==> src/hdl/gfa_pkg.sv <==
// Package for the grid rectangle first-fit allocator.
// Holds grid sizing, field widths, register indexes and the control/status structs.
// No dependencies.
package gfa_pkg;

  // Grid geometry
  localparam int GRID_DIM   = 16;
  localparam int COL_W      = $clog2(GRID_DIM);
  localparam int ROW_W      = $clog2(GRID_DIM + 1);
  localparam int CNT_W      = $clog2(GRID_DIM + 1);
  localparam int CELL_SHIFT = 4;

  // Field widths
  localparam int SIZE_W    = 9;
  localparam int CODE_W    = 8;
  localparam int CELLS_W   = 6;
  localparam int ARITH_W   = CELLS_W + 2;
  localparam int COORD_W   = 8;
  localparam int VRAM_X_W  = 10;
  localparam int WORDS_W   = 7;

  // Configuration port
  localparam int CFG_IDX_W  = 1;
  localparam int CFG_DATA_W = 16;
  localparam logic [CFG_IDX_W-1:0] CFG_VRAM_BASE_X = 1'd0;
  localparam logic [CFG_IDX_W-1:0] CFG_CLUT_WORD   = 1'd1;

  // Constants
  localparam logic [VRAM_X_W-1:0] BASE_X_RESET = 10'h1C0;
  localparam logic [CODE_W-1:0]   CODE_MASK    = 8'hFC;
  localparam logic [CODE_W-1:0]   SPRITE_CODE  = 8'h64;
  localparam logic [9:0]          EDGE_LIMIT   = 10'h100;
  localparam logic [WORDS_W-1:0]  WORDS_MAX    = 7'd127;

  // Controller to datapath
  typedef struct packed {
    logic load_in;    // capture request, clear search state
    logic scan_adv;   // step the scan to the next row
    logic latch_hit;  // record anchor found in the current row
    logic claim;      // mark one row of the rectangle as used
    logic load_out;   // load the result register
  } gfa_cmd_t;

  // Datapath to controller
  typedef struct packed {
    logic scan_fail;   // no anchor row left, or oversize
    logic hit;         // anchor found in the current row
    logic claim_skip;  // zero-area rectangle, nothing to mark
    logic claim_last;  // last row of the claim
  } gfa_sts_t;

endpackage

==> src/hdl/gfa_ctrl.sv <==
// Controller state machine for the grid rectangle allocator.
// Sequences capture, row scan, claim and result load. Uses gfa_pkg.
module gfa_ctrl (
  input  logic            clk,
  input  logic            rst_n,
  input  logic            in_valid,
  output logic            in_stall,
  output logic            out_valid,
  input  logic            out_stall,
  input  gfa_pkg::gfa_sts_t sts,
  output gfa_pkg::gfa_cmd_t cmd
);

  localparam logic [1:0] ST_IDLE  = 2'd0;
  localparam logic [1:0] ST_SCAN  = 2'd1;
  localparam logic [1:0] ST_CLAIM = 2'd2;
  localparam logic [1:0] ST_DONE  = 2'd3;

  logic [1:0] state_r, state_nxt;
  logic       out_valid_r, out_valid_nxt;
  logic       out_free;

  assign in_stall  = (state_r != ST_IDLE);
  assign out_valid = out_valid_r;
  assign out_free  = !out_valid_r || !out_stall;

  // Next state and commands
  always_comb begin
    state_nxt = state_r;
    cmd       = '0;
    unique case (state_r)
      ST_IDLE: begin
        if (in_valid) begin
          cmd.load_in = 1'b1;
          state_nxt   = ST_SCAN;
        end
      end
      ST_SCAN: begin
        priority if (sts.scan_fail) begin
          state_nxt = ST_DONE;
        end else if (sts.hit) begin
          cmd.latch_hit = 1'b1;
          state_nxt     = sts.claim_skip ? ST_DONE : ST_CLAIM;
        end else begin
          cmd.scan_adv = 1'b1;
        end
      end
      ST_CLAIM: begin
        cmd.claim = 1'b1;
        if (sts.claim_last) begin
          state_nxt = ST_DONE;
        end
      end
      ST_DONE: begin
        if (out_free) begin
          cmd.load_out = 1'b1;
          state_nxt    = ST_IDLE;
        end
      end
      default: state_nxt = ST_IDLE;
    endcase
  end

  // Output valid: set on load, cleared once the transaction is taken
  always_comb begin
    out_valid_nxt = out_valid_r;
    priority if (cmd.load_out) begin
      out_valid_nxt = 1'b1;
    end else if (out_valid_r && !out_stall) begin
      out_valid_nxt = 1'b0;
    end
  end

  always_ff @(posedge clk) begin
    if (!rst_n) begin
      state_r     <= ST_IDLE;
      out_valid_r <= 1'b0;
    end else begin
      state_r     <= state_nxt;
      out_valid_r <= out_valid_nxt;
    end
  end

endmodule

==> src/hdl/gfa_dp.sv <==
// Datapath for the grid rectangle allocator: occupancy grid, per-column
// free-run counters, anchor search, claim writes and the result register. Uses gfa_pkg.
module gfa_dp (
  input  logic                                  clk,
  input  logic                                  rst_n,
  input  gfa_pkg::gfa_cmd_t                     cmd,
  output gfa_pkg::gfa_sts_t                     sts,
  input  logic [gfa_pkg::SIZE_W-1:0]            in_rect_width,
  input  logic [gfa_pkg::SIZE_W-1:0]            in_rect_height,
  input  logic [gfa_pkg::CODE_W-1:0]            in_prim_code,
  input  logic                                  cfg_we,
  input  logic [gfa_pkg::CFG_IDX_W-1:0]         cfg_index,
  input  logic [gfa_pkg::CFG_DATA_W-1:0]        cfg_wdata,
  output logic                                  out_status,
  output logic                                  out_is_sprite,
  output logic [gfa_pkg::COORD_W-1:0]           out_tex_u,
  output logic [gfa_pkg::COORD_W-1:0]           out_tex_v,
  output logic [gfa_pkg::COORD_W-1:0]           out_tex_u_right,
  output logic [gfa_pkg::COORD_W-1:0]           out_tex_v_bottom,
  output logic [gfa_pkg::VRAM_X_W-1:0]          out_vram_x,
  output logic [gfa_pkg::COORD_W-1:0]           out_vram_y,
  output logic [gfa_pkg::WORDS_W-1:0]           out_vram_width
);

  localparam int GD  = gfa_pkg::GRID_DIM;
  localparam int AW  = gfa_pkg::ARITH_W;
  localparam int CW  = gfa_pkg::COL_W;
  localparam int SW  = gfa_pkg::SIZE_W + 1;

  // Request registers
  logic [gfa_pkg::SIZE_W-1:0]   w_r, h_r;
  logic [gfa_pkg::CODE_W-1:0]   code_r;
  logic [gfa_pkg::CELLS_W-1:0]  wc_r, hc_r;
  logic [gfa_pkg::CELLS_W-1:0]  wc_nxt, hc_nxt;

  // Search and claim state
  logic [GD-1:0]                occ_r [GD];
  logic [gfa_pkg::CNT_W-1:0]    cnt_r [GD];
  logic [gfa_pkg::CNT_W-1:0]    cnt_nxt [GD];
  logic [gfa_pkg::ROW_W-1:0]    row_r;
  logic                         found_r;
  logic [CW-1:0]                anc_row_r, anc_col_r;
  logic [CW-1:0]                clm_row_r;
  logic [gfa_pkg::ROW_W-1:0]    clm_k_r;
  logic [gfa_pkg::VRAM_X_W-1:0] base_x_r;

  // Search logic
  logic [gfa_pkg::CELLS_W-1:0]  wc_eff, hc_eff;
  logic                         zero_area, oversize, anchor_ok;
  logic [GD-1:0]                span, rd_data, col_free, hit_vec;
  logic [CW-1:0]                rd_addr, hit_col, hit_row;
  logic [AW-1:0]                hit_row_w;

  // Round sizes up to whole cells
  assign wc_nxt = gfa_pkg::CELLS_W'((SW'(in_rect_width) + SW'(15)) >> gfa_pkg::CELL_SHIFT);
  assign hc_nxt = gfa_pkg::CELLS_W'((SW'(in_rect_height) + SW'(15)) >> gfa_pkg::CELL_SHIFT);

  // A zero-area request only needs a free anchor cell
  assign zero_area = (wc_r == '0) || (hc_r == '0);
  assign wc_eff    = zero_area ? gfa_pkg::CELLS_W'(1) : wc_r;
  assign hc_eff    = zero_area ? gfa_pkg::CELLS_W'(1) : hc_r;
  assign oversize  = (AW'(wc_r) > AW'(GD)) || (AW'(hc_r) > AW'(GD));

  // Anchor row for the current scan row must stay below GRID_DIM - height
  assign anchor_ok = (AW'(row_r) + AW'(hc_r) + AW'(1)) <= (AW'(GD - 1) + AW'(hc_eff));

  // Single read port on the grid, scan row or claim row
  assign rd_addr = cmd.claim ? clm_row_r : row_r[CW-1:0];
  assign rd_data = occ_r[rd_addr];

  // Horizontal window of wc_eff cells
  always_comb begin
    for (int i = 0; i < GD; i++) begin
      span[i] = (AW'(i) < AW'(wc_eff));
    end
  end

  // Per-column window test and vertical run counters; the column bound
  // follows the requested width even when only the anchor is checked
  always_comb begin
    for (int c = 0; c < GD; c++) begin
      col_free[c] = ((AW'(c) + AW'(wc_r)) <= AW'(GD)) &&
                    ((rd_data & (span << c)) == '0);
      if (!col_free[c]) begin
        cnt_nxt[c] = '0;
      end else if (cnt_r[c] == gfa_pkg::CNT_W'(GD)) begin
        cnt_nxt[c] = cnt_r[c];
      end else begin
        cnt_nxt[c] = cnt_r[c] + gfa_pkg::CNT_W'(1);
      end
      hit_vec[c] = (AW'(cnt_nxt[c]) >= AW'(hc_eff));
    end
  end

  // Leftmost qualifying column
  always_comb begin
    hit_col = '0;
    for (int c = GD - 1; c >= 0; c--) begin
      if (hit_vec[c]) begin
        hit_col = CW'(c);
      end
    end
  end

  assign hit_row_w = AW'(row_r) + AW'(1) - AW'(hc_eff);
  assign hit_row   = hit_row_w[CW-1:0];

  // Status to controller
  assign sts.scan_fail  = oversize || !anchor_ok;
  assign sts.hit        = |hit_vec;
  assign sts.claim_skip = zero_area;
  assign sts.claim_last = (AW'(clm_k_r) + AW'(1)) == AW'(hc_r);

  // Request capture, scan and claim bookkeeping
  always_ff @(posedge clk) begin
    if (cmd.load_in) begin
      w_r     <= in_rect_width;
      h_r     <= in_rect_height;
      code_r  <= in_prim_code;
      wc_r    <= wc_nxt;
      hc_r    <= hc_nxt;
      row_r   <= '0;
      found_r <= 1'b0;
      for (int c = 0; c < GD; c++) begin
        cnt_r[c] <= '0;
      end
    end
    if (cmd.scan_adv) begin
      row_r <= row_r + gfa_pkg::ROW_W'(1);
      for (int c = 0; c < GD; c++) begin
        cnt_r[c] <= cnt_nxt[c];
      end
    end
    if (cmd.latch_hit) begin
      found_r   <= 1'b1;
      anc_row_r <= hit_row;
      anc_col_r <= hit_col;
      clm_row_r <= hit_row;
      clm_k_r   <= '0;
    end
    if (cmd.claim) begin
      clm_row_r <= clm_row_r + CW'(1);
      clm_k_r   <= clm_k_r + gfa_pkg::ROW_W'(1);
    end
  end

  // Occupancy grid and base register; palette word has no effect on results
  always_ff @(posedge clk) begin
    if (!rst_n) begin
      for (int r = 0; r < GD; r++) begin
        occ_r[r] <= '0;
      end
      base_x_r <= gfa_pkg::BASE_X_RESET;
    end else begin
      if (cmd.claim) begin
        occ_r[clm_row_r] <= rd_data | (span << anc_col_r);
      end
      if (cfg_we) begin
        unique case (cfg_index)
          gfa_pkg::CFG_VRAM_BASE_X: base_x_r <= cfg_wdata[gfa_pkg::VRAM_X_W-1:0];
          gfa_pkg::CFG_CLUT_WORD:   ;
          default:                  ;
        endcase
      end
    end
  end

  // Result arithmetic
  logic                          sprite;
  logic [gfa_pkg::COORD_W-1:0]   u_val, v_val;
  logic [9:0]                    right_sum, right_adj;
  logic [9:0]                    bottom_sum;
  logic [gfa_pkg::VRAM_X_W-1:0]  vx_val;
  logic [9:0]                    words;
  logic [gfa_pkg::WORDS_W-1:0]   words_sat;

  assign sprite     = (code_r & gfa_pkg::CODE_MASK) == gfa_pkg::SPRITE_CODE;
  assign u_val      = gfa_pkg::COORD_W'({anc_col_r, 4'b0000});
  assign v_val      = gfa_pkg::COORD_W'({anc_row_r, 4'b0000});
  assign right_sum  = 10'(u_val) + 10'(w_r);
  assign right_adj  = (right_sum >= gfa_pkg::EDGE_LIMIT) ? right_sum - 10'd1 : right_sum;
  assign bottom_sum = 10'(v_val) + 10'(h_r);
  assign vx_val     = gfa_pkg::VRAM_X_W'({anc_col_r, 2'b00}) + base_x_r;
  assign words      = (10'(w_r) + 10'd3) >> 2;
  assign words_sat  = (words > 10'(gfa_pkg::WORDS_MAX)) ? gfa_pkg::WORDS_MAX
                                                        : words[gfa_pkg::WORDS_W-1:0];

  // Result register; a failed search (full grid or oversize) gives status only
  always_ff @(posedge clk) begin
    if (cmd.load_out) begin
      out_status       <= !found_r;
      out_is_sprite    <= found_r && sprite;
      out_tex_u        <= found_r ? u_val : '0;
      out_tex_v        <= found_r ? v_val : '0;
      out_tex_u_right  <= (found_r && !sprite) ? right_adj[7:0] : '0;
      out_tex_v_bottom <= (found_r && !sprite) ? bottom_sum[7:0] : '0;
      out_vram_x       <= found_r ? vx_val : '0;
      out_vram_y       <= found_r ? v_val : '0;
      out_vram_width   <= found_r ? words_sat : '0;
    end
  end

endmodule

==> src/hdl/grid_rect_first_fit_alloc_top.sv <==
// From input acceptance, the block scans the grid one grid row per cycle through the column
// run counters, then claims the rectangle one row per cycle (no claim when the scan fails
// or the area is zero), then loads the result register once the output side is free.
// A new transaction is taken only after the result is loaded; the result register frees the input side.
// Reset (rst_n low, synchronous): grid cleared to all free, VRAM base x 0x1C0, no result pending.
// Top level of the grid rectangle allocator; uses gfa_pkg, gfa_ctrl and gfa_dp.
module grid_rect_first_fit_alloc_top (
  input  logic                           clk,
  input  logic                           rst_n,
  input  logic                           in_valid,
  output logic                           in_stall,
  input  logic [gfa_pkg::SIZE_W-1:0]     in_rect_width,
  input  logic [gfa_pkg::SIZE_W-1:0]     in_rect_height,
  input  logic [gfa_pkg::CODE_W-1:0]     in_prim_code,
  output logic                           out_valid,
  input  logic                           out_stall,
  output logic                           out_status,
  output logic                           out_is_sprite,
  output logic [gfa_pkg::COORD_W-1:0]    out_tex_u,
  output logic [gfa_pkg::COORD_W-1:0]    out_tex_v,
  output logic [gfa_pkg::COORD_W-1:0]    out_tex_u_right,
  output logic [gfa_pkg::COORD_W-1:0]    out_tex_v_bottom,
  output logic [gfa_pkg::VRAM_X_W-1:0]   out_vram_x,
  output logic [gfa_pkg::COORD_W-1:0]    out_vram_y,
  output logic [gfa_pkg::WORDS_W-1:0]    out_vram_width,
  input  logic                           cfg_we,
  input  logic [gfa_pkg::CFG_IDX_W-1:0]  cfg_index,
  input  logic [gfa_pkg::CFG_DATA_W-1:0] cfg_wdata
);

  gfa_pkg::gfa_cmd_t cmd;
  gfa_pkg::gfa_sts_t sts;

  gfa_ctrl u_ctrl (
    .clk       (clk),
    .rst_n     (rst_n),
    .in_valid  (in_valid),
    .in_stall  (in_stall),
    .out_valid (out_valid),
    .out_stall (out_stall),
    .sts       (sts),
    .cmd       (cmd)
  );

  gfa_dp u_dp (
    .clk              (clk),
    .rst_n            (rst_n),
    .cmd              (cmd),
    .sts              (sts),
    .in_rect_width    (in_rect_width),
    .in_rect_height   (in_rect_height),
    .in_prim_code     (in_prim_code),
    .cfg_we           (cfg_we),
    .cfg_index        (cfg_index),
    .cfg_wdata        (cfg_wdata),
    .out_status       (out_status),
    .out_is_sprite    (out_is_sprite),
    .out_tex_u        (out_tex_u),
    .out_tex_v        (out_tex_v),
    .out_tex_u_right  (out_tex_u_right),
    .out_tex_v_bottom (out_tex_v_bottom),
    .out_vram_x       (out_vram_x),
    .out_vram_y       (out_vram_y),
    .out_vram_width   (out_vram_width)
  );

  // Busy right after taking a request
  a_busy_after_accept: assert property (@(posedge clk) disable iff (!rst_n)
    (in_valid && !in_stall) |=> in_stall)
    else $error("input side not busy after accepting a transaction");

  // Failed result (full grid or oversize) carries zero placement fields and no sprite flag
  a_full_fields_zero: assert property (@(posedge clk) disable iff (!rst_n)
    (out_valid && out_status) |-> (out_tex_u == '0 && out_tex_v == '0 &&
      out_vram_x == '0 && out_vram_width == '0 && !out_is_sprite))
    else $error("full result has nonzero fields");

  // Sprite results have no quad edges
  a_sprite_no_edges: assert property (@(posedge clk) disable iff (!rst_n)
    (out_valid && out_is_sprite) |-> (out_tex_u_right == '0 && out_tex_v_bottom == '0))
    else $error("sprite result has quad edges");

  // Placement: VRAM line equals texture v
  a_vram_y_matches_v: assert property (@(posedge clk) disable iff (!rst_n)
    (out_valid && !out_status) |-> (out_vram_y == out_tex_v))
    else $error("VRAM y differs from texture v");

endmodule

==> config.mk <==
export PLATFORM = sky130hd
export DESIGN_NAME = grid_rect_first_fit_alloc_top
export DESIGN_NICKNAME = d
export VERILOG_FILES = /design/src/hdl/gfa_pkg.sv /design/src/hdl/gfa_ctrl.sv /design/src/hdl/gfa_dp.sv /design/src/hdl/grid_rect_first_fit_alloc_top.sv
export SDC_FILE = /design/constraint.sdc
export NUM_CORES = 1
export LEC_CHECK = 0
export BUFFER_PORTS_ARGS = -buffer_cell sky130_fd_sc_hd__clkbuf_2
export CAP_MARGIN = 10
export CORE_MARGIN = 1.5
export CORE_UTILIZATION = 40
export CTS_BUF_LIST = sky130_fd_sc_hd__clkbuf_2 sky130_fd_sc_hd__clkbuf_4 sky130_fd_sc_hd__clkbuf_8
export CTS_CLUSTER_DIAMETER = 150
export CTS_CLUSTER_SIZE = 8
export DETAILED_ROUTE_END_ITERATION = 10
export PLACE_DENSITY = 0.62
export SYNTH_ARGS = -nofsm -noshare
export SYNTH_HDL_FRONTEND = slang
export SYNTH_SLANG_ARGS = --single-unit
export TNS_END_PERCENT = 50
==> constraint.sdc <==
create_clock -name clk -period 17.9 [get_ports clk]
set_input_delay 0.895 -clock clk [delete_from_list [all_inputs] [get_ports clk]]
set_output_delay 0.895 -clock clk [all_outputs]
set_load 0.02 [all_outputs]
-- Word-level counts from Yosys, hierarchy flattened
Memory sizes are Yosys's and may differ from the RTL's.
Cells that the tools add are included.
- logic and storage cells: 350
- flip-flop bits (word level): 124
- memories kept: 2
- output and inout bits: 61
- input bits: 48
- memory bits (writable): 336
- memory list (name ; words ; width ; rd ports ; clocked after Yosys merged registers in ; wr ports ; RTL line ; RTL):
    u_dp.occ_r ; 16 ; 16 ; 1 ; 0 ; 16 ; gfa_dp.sv:37 ; logic [GD-1:0] occ_r [GD];
    u_dp.cnt_r ; 16 ; 5 ; 16 ; 0 ; 16 ; gfa_dp.sv:38 ; logic [gfa_pkg::CNT_W-1:0] cnt_r [GD];
- bitwise logic cells: 34
- eq/ne operators: 25
- reduce and logical (&&, ||, !) cells: 58
- $add $sub $neg: 47
- order comparisons: 53
- shifts and indexed selects: 1
- multiplexer cells: 103
- operators by type and width (cell ; number):
    5-bit 2-to-1 mux ; 52
    16-bit AND ; 16
    16-bit zero test ; 16
    8-bit by 5-bit less-or-equal comparator with 1-bit output (second input constant) ; 15
    5-bit by 6-bit greater-or-equal comparator with 1-bit output ; 16
    5-bit by 1-bit adder with 5-bit output (second input constant) ; 18
    5-bit == test (second input constant) ; 16
    4-bit by 6-bit adder with 7-bit output (first input constant) ; 9
    4-bit by 6-bit less-than comparator with 1-bit output (first input constant) ; 8
    4-bit 2-to-1 mux ; 12
    16-bit OR reduction ; 2
    3-bit by 6-bit adder with 7-bit output (first input constant) ; 4
    3-bit by 6-bit less-than comparator with 1-bit output (first input constant) ; 4
    9-bit by 4-bit adder with 10-bit output (second input constant) ; 2
    1-bit 2-to-1 mux ; 20
    1-bit logical AND ; 19
    2-bit 2-to-1 mux ; 9
    16-bit 2-to-1 mux ; 1
    1-bit OR ; 16
    16-bit OR ; 1
    16-bit by 4-bit << shifter with 16-bit output ; 1
    2-bit by 6-bit adder with 7-bit output (first input constant) ; 2
    6-bit by 5-bit greater-than comparator with 1-bit output (second input constant) ; 2
    6-bit zero test ; 2
    other kinds (39) ; 58

-- Longest topological paths before layout
- depth in word-level cells: 24
- mapped depth: 22
- gate-level depth less buffers: 17

-- By module
Synthesis repeated with hierarchy kept, for this count alone.
- cells, all modules: 2364
- area total of the unflattened synthesis: 26316.5 um^2
- by module, submodules not included (module ; cells an instance ; seq. area each (um^2) ; times used ; area an instance (um^2)):
    gfa_dp ; 2336 ; 13312.8 ; 1 ; 26022.5
    gfa_ctrl ; 28 ; 60.1 ; 1 ; 294.0

-- Worst setup path after synthesis
No wires, ideal clock.
- path type: flip-flop to flip-flop
- start: register u_ctrl.state_r[0]
- end: memory u_dp.cnt_r[0][0] in the netlist's numbering (enable)
- setup time: 446 ps
- path buffers: 3
- required time: 17454 ps
- arrival time: 7413 ps
- period minus slack after synthesis: 7859 ps
- stages on the path, launching flop included: 21
- path slack: 10041 ps
- cells stage by stage: dfxtp_1 inv_1 ha_1 mux2i_2 buf_2 mux4_2 a22oi_1 a21oi_1 a2111oi_0 nand4_1 or2_1 ha_1 nand2b_1 a211oi_1 o21ai_0 or2_2 o41ai_1 nand3_1 clkbuf_1 clkbuf_1 nand2_1
- RTL lines (what ; RTL line ; RTL):
    start: declaration ; gfa_ctrl.sv:19 ; logic [1:0] state_r, state_nxt;
    start signal: assignment ; gfa_ctrl.sv:79 ; state_r <= state_nxt;
    end: declaration ; gfa_dp.sv:38 ;

==> flow_summary.toml <==
[place]
place_hpwl_um = 48100
dp_slack_ns = 9.04
gp_congestion = 0.916
dp.cells = 3234
io_buffers = 88

[global_route]
grt_antenna_before_repair = 1
grt_max_degree = 76
grtUsageTotal_pct = 21.2
grt_pass1_wl_um = 110000
grt_pass1_vias = 19173
grt-ovfl-total = 0

[clock_network]
clk_pin_slew_ns = 0.06
post_cts_buffers = 0
cts_tree = "yes"
clock-sinks = 450
ctsResizeCount = 0
cts_max_level = 3
clock_latency_ns = 0.69
clockRootBuffer = "clkbuf_8"
clock_path_buffers = 3
hold_buffers = 0
cts_made_buffers = 66

[yosys]
synth_largest_area_cell = "edfxtp_1"
synth.area.top_cells = "edfxtp_1 50%, ha_1 7.7%, mux4_2 5.6%, nor2_1 5.3%, nand2_1 2.4%"
synth_edf_count = 436
synthArstFlopShare_pct = 0
synthFlopType = "edfxtp_1"
synth_area_um2 = 26200
yosys_warnings = 0
ys_types = 82
synth.avg_cell_area_um2 = 11.1
synthCells = 2366
synth_seq_cells = 450
yosysSeqAreaShare_pct = 51.1
netlist.area_leader.share_pct = 50.0

[sta]
maxSlewViolCount = 0
clock.fmax_mhz = 112
fin_skew_ns = 0.0526
post-route-period-util_pct = 50.0
finalSetupViolCount = 0
relSlewSlack_pct = 17.2
layout_setup_ws_ns = 8.95
hold_viol_final = 0
tightest_slew_ns = 1.24
fin_setup_tns_ns = 0
period_needed_ns = 8.95
rsz0062_at_grt = "false"

[worst_setup_path]
path_max_fanout = 75
start_kind = "register"
rr_worst_depth = 22
timing.rr.end = "u_dp.cnt_r[0][2]$_SDFFCE_PN0P_"
r2r_slack_ns = 8.95
required_ns = 18.18
r2r_start = "u_ctrl.state_r[0]$_SDFFE_PN0P_"
critPathKind = "reg -> reg"
crit_arrival_ns = 9.24
worstSetupEndpointType = "register"

[power_and_ir_drop]
vdd_drop_max_mv = 0.0642
p_leak_nw = 10.7
totalPowerFinal_w = 0.00372
pwr_density_cell_nw_per_um2 = 129

[final_layout]
areaGrowthSynthToFinish_pct = 9.80
num-nets-final = 2663
drive_gt1_share_pct = 13.6
postLayoutCoreUtil_pct = 44.5
finalNonFillerCells = 3334

[route]
antenna_left = 0
avgViaCountPerCell = 5.79
first_iter_violations = 1970
wl_per_cell_um = 21.5
first_pass_iters = 5
vias = 19302
drc = 0
wirelength_um = 71700

[floorplanning]
die_area_um2 = 67000
die_h_um = 259
dieWidth_um = 259
io_pins = 109
core_um2 = 64600
floorplan.initialDensity_pct = 40.6
row_count = 93

[hold_path]
whs_endpoint = "u_dp.code_r[3]$_DFFE_PP_"
hold_depth = 1
hold_path_startpoint = "in_prim_code[3]"
min_path_type = "in -> reg"

[status]
status = "finished, final reports clean"

[job]
cap_violations = 0
## layer usage
metal  track usage [%]  wire length [µm]  vias to the layer above
met1              27.7             29900                     9502
met2              35.4             34400                      737
met5                 0                 0                        -
met3              4.11              5280                      142
li1                  -                 -                     8921
met4              6.79              2140                        0
## power by group
part	switching, W	internal (W)	leakage [nW]
Sequential	0.0000877	0.00130	4.49
Clock	0.000402	0.000393	0.613
Combinational	0.00100	0.000527	5.62
## per-stage QoR
stage,hold WS (ns),instance area [µm²]
floorplan,0.432,26200
global placement,0.437,27600
detailed placement,0.450,27600
CTS,0.364,28800
global route,0.374,28800
finish,0.406,28800
## final cells by class
class | count | area [µm²]
diodes | 1 | 2.50
fillers | 6040 | 35800
repair buffers | 137 | 808
clock buffers | 90 | 1090
inverters | 92 | 345
multi-input cells | 1701 | 12000
well taps | 855 | 1070
clock inverters | 8 | 78.8
flip-flops and latches | 450 | 13400
## kinds of logic after synthesis
family / after synthesis / share of synthesized area, %
flip-flops: 450 / 51.1
AO/OA/AOI/OAI: 388 / 9.92
buffers and inverters: 226 / 3.62
adder cells (fa/ha/maj): 167 / 8.12
multiplexers: 101 / 7.03
other: 1 / 0.0143
XOR/XNOR: 112 / 3.74
AND/OR/NAND/NOR: 921 / 16.5
## cells in the final DEF (no fill, tap or decap), types with 13 or more instances in the layout
master,n
clkbuf_4,24
nand4_1,23
nand2b_1,29
nor2b_1,33
and3_1,13
nor3_1,89
xnor2_1,57
mux4_2,65
nor2_1,370
o211ai_1,21
buf_4,49
inv_1,85
nand3_1,73
a21oi_1,123
mux2i_1,28
xor2_1,55
a211oi_1,26
o21ai_0,46
nand2_1,167
a22oi_1,54
and2_1,20
clkbuf_2,88
nor4_1,28
clkbuf_8,66
ha_1,162
nor3b_1,16
dfxtp_1,14
edfxtp_1,436
## worst max-delay path: stages (launching register included)
cell and delay (ns):
dfxtp_1 0.33, inv_1 0.14, ha_1 0.17, buf_4 0.29
mux2i_4 0.28, buf_4 0.56, buf_4 0.58, mux4_2 0.44
nand2_1 0.18, nand4_2 0.60, a2111oi_0 1.07, nand4_1 0.62
or2_1 0.41, ha_1 0.28, nand2b_1 0.14, a211oi_1 0.22
o21ai_0 0.16, or2_2 0.35, o41ai_1 0.32, buf_4 0.21
nand3_2 0.11, nand2_4 0.20, buf_4 0.76
## sequential cells by signal, summed over array words and instances (netlist names), 2 cells and up
name	cells
u_dp.base_x_r	10
u_dp.clm_row_r	4
u_dp.wc_r	6
u_dp.clm_k_r	5
u_dp.out_vram_x	10
u_ctrl.state_r	2
u_dp.anc_row_r	4
u_dp.occ_r	256
u_dp.row_r	5
u_dp.out_tex_v	4
u_dp.out_vram_width	7
u_dp.out_tex_u	4
u_dp.hc_r	6
u_dp.cnt_r	80
u_dp.w_r	9
u_dp.out_tex_v_bottom	8
u_dp.out_tex_u_right	8
u_dp.code_r	6
u_dp.h_r	8
u_dp.anc_col_r	4
## cell usage after synthesis, types with 12 or more instances
cell and number:
nand3_1 74, buf_4 17, o21ai_0 46, and3_1 13, nor2b_1 33, nor4_1 28
dfxtp_1 14, a2111oi_0 12, nor3b_1 16, xnor2_1 57, mux4_2 65, a211oi_1 26
mux2i_1 28, nor2_1 370, nand4_1 23, clkbuf_1 97, nand2b_1 29, o211ai_1 21
nand2_1 168, a22oi_1 54, ha_1 162, edfxtp_1 436, and2_1 20, a21oi_1 123
nor3_1 90, xor2_1 55, inv_1 86, a21o_1 12
## worst max path at each step
stage                                                 end                            from
after floorplan            u_dp.cnt_r[0][0]$_SDFFCE_PN0P_  u_ctrl.state_r[0]$_SDFFE_PN0P_
after global placement     u_dp.cnt_r[0][4]$_SDFFCE_PN0P_  u_ctrl.state_r[0]$_SDFFE_PN0P_
after detailed placement   u_dp.cnt_r[0][4]$_SDFFCE_PN0P_  u_ctrl.state_r[0]$_SDFFE_PN0P_
after CTS                 u_dp.cnt_r[0][16]$_SDFFCE_PN0P_  u_ctrl.state_r[0]$_SDFFE_PN0P_
after global routing      u_dp.cnt_r[0][12]$_SDFFCE_PN0P_  u_ctrl.state_r[0]$_SDFFE_PN0P_
final                      u_dp.cnt_r[0][2]$_SDFFCE_PN0P_  u_ctrl.state_r[0]$_SDFFE_PN0P_
Note: power is estimated with default switching activity, not from simulation.
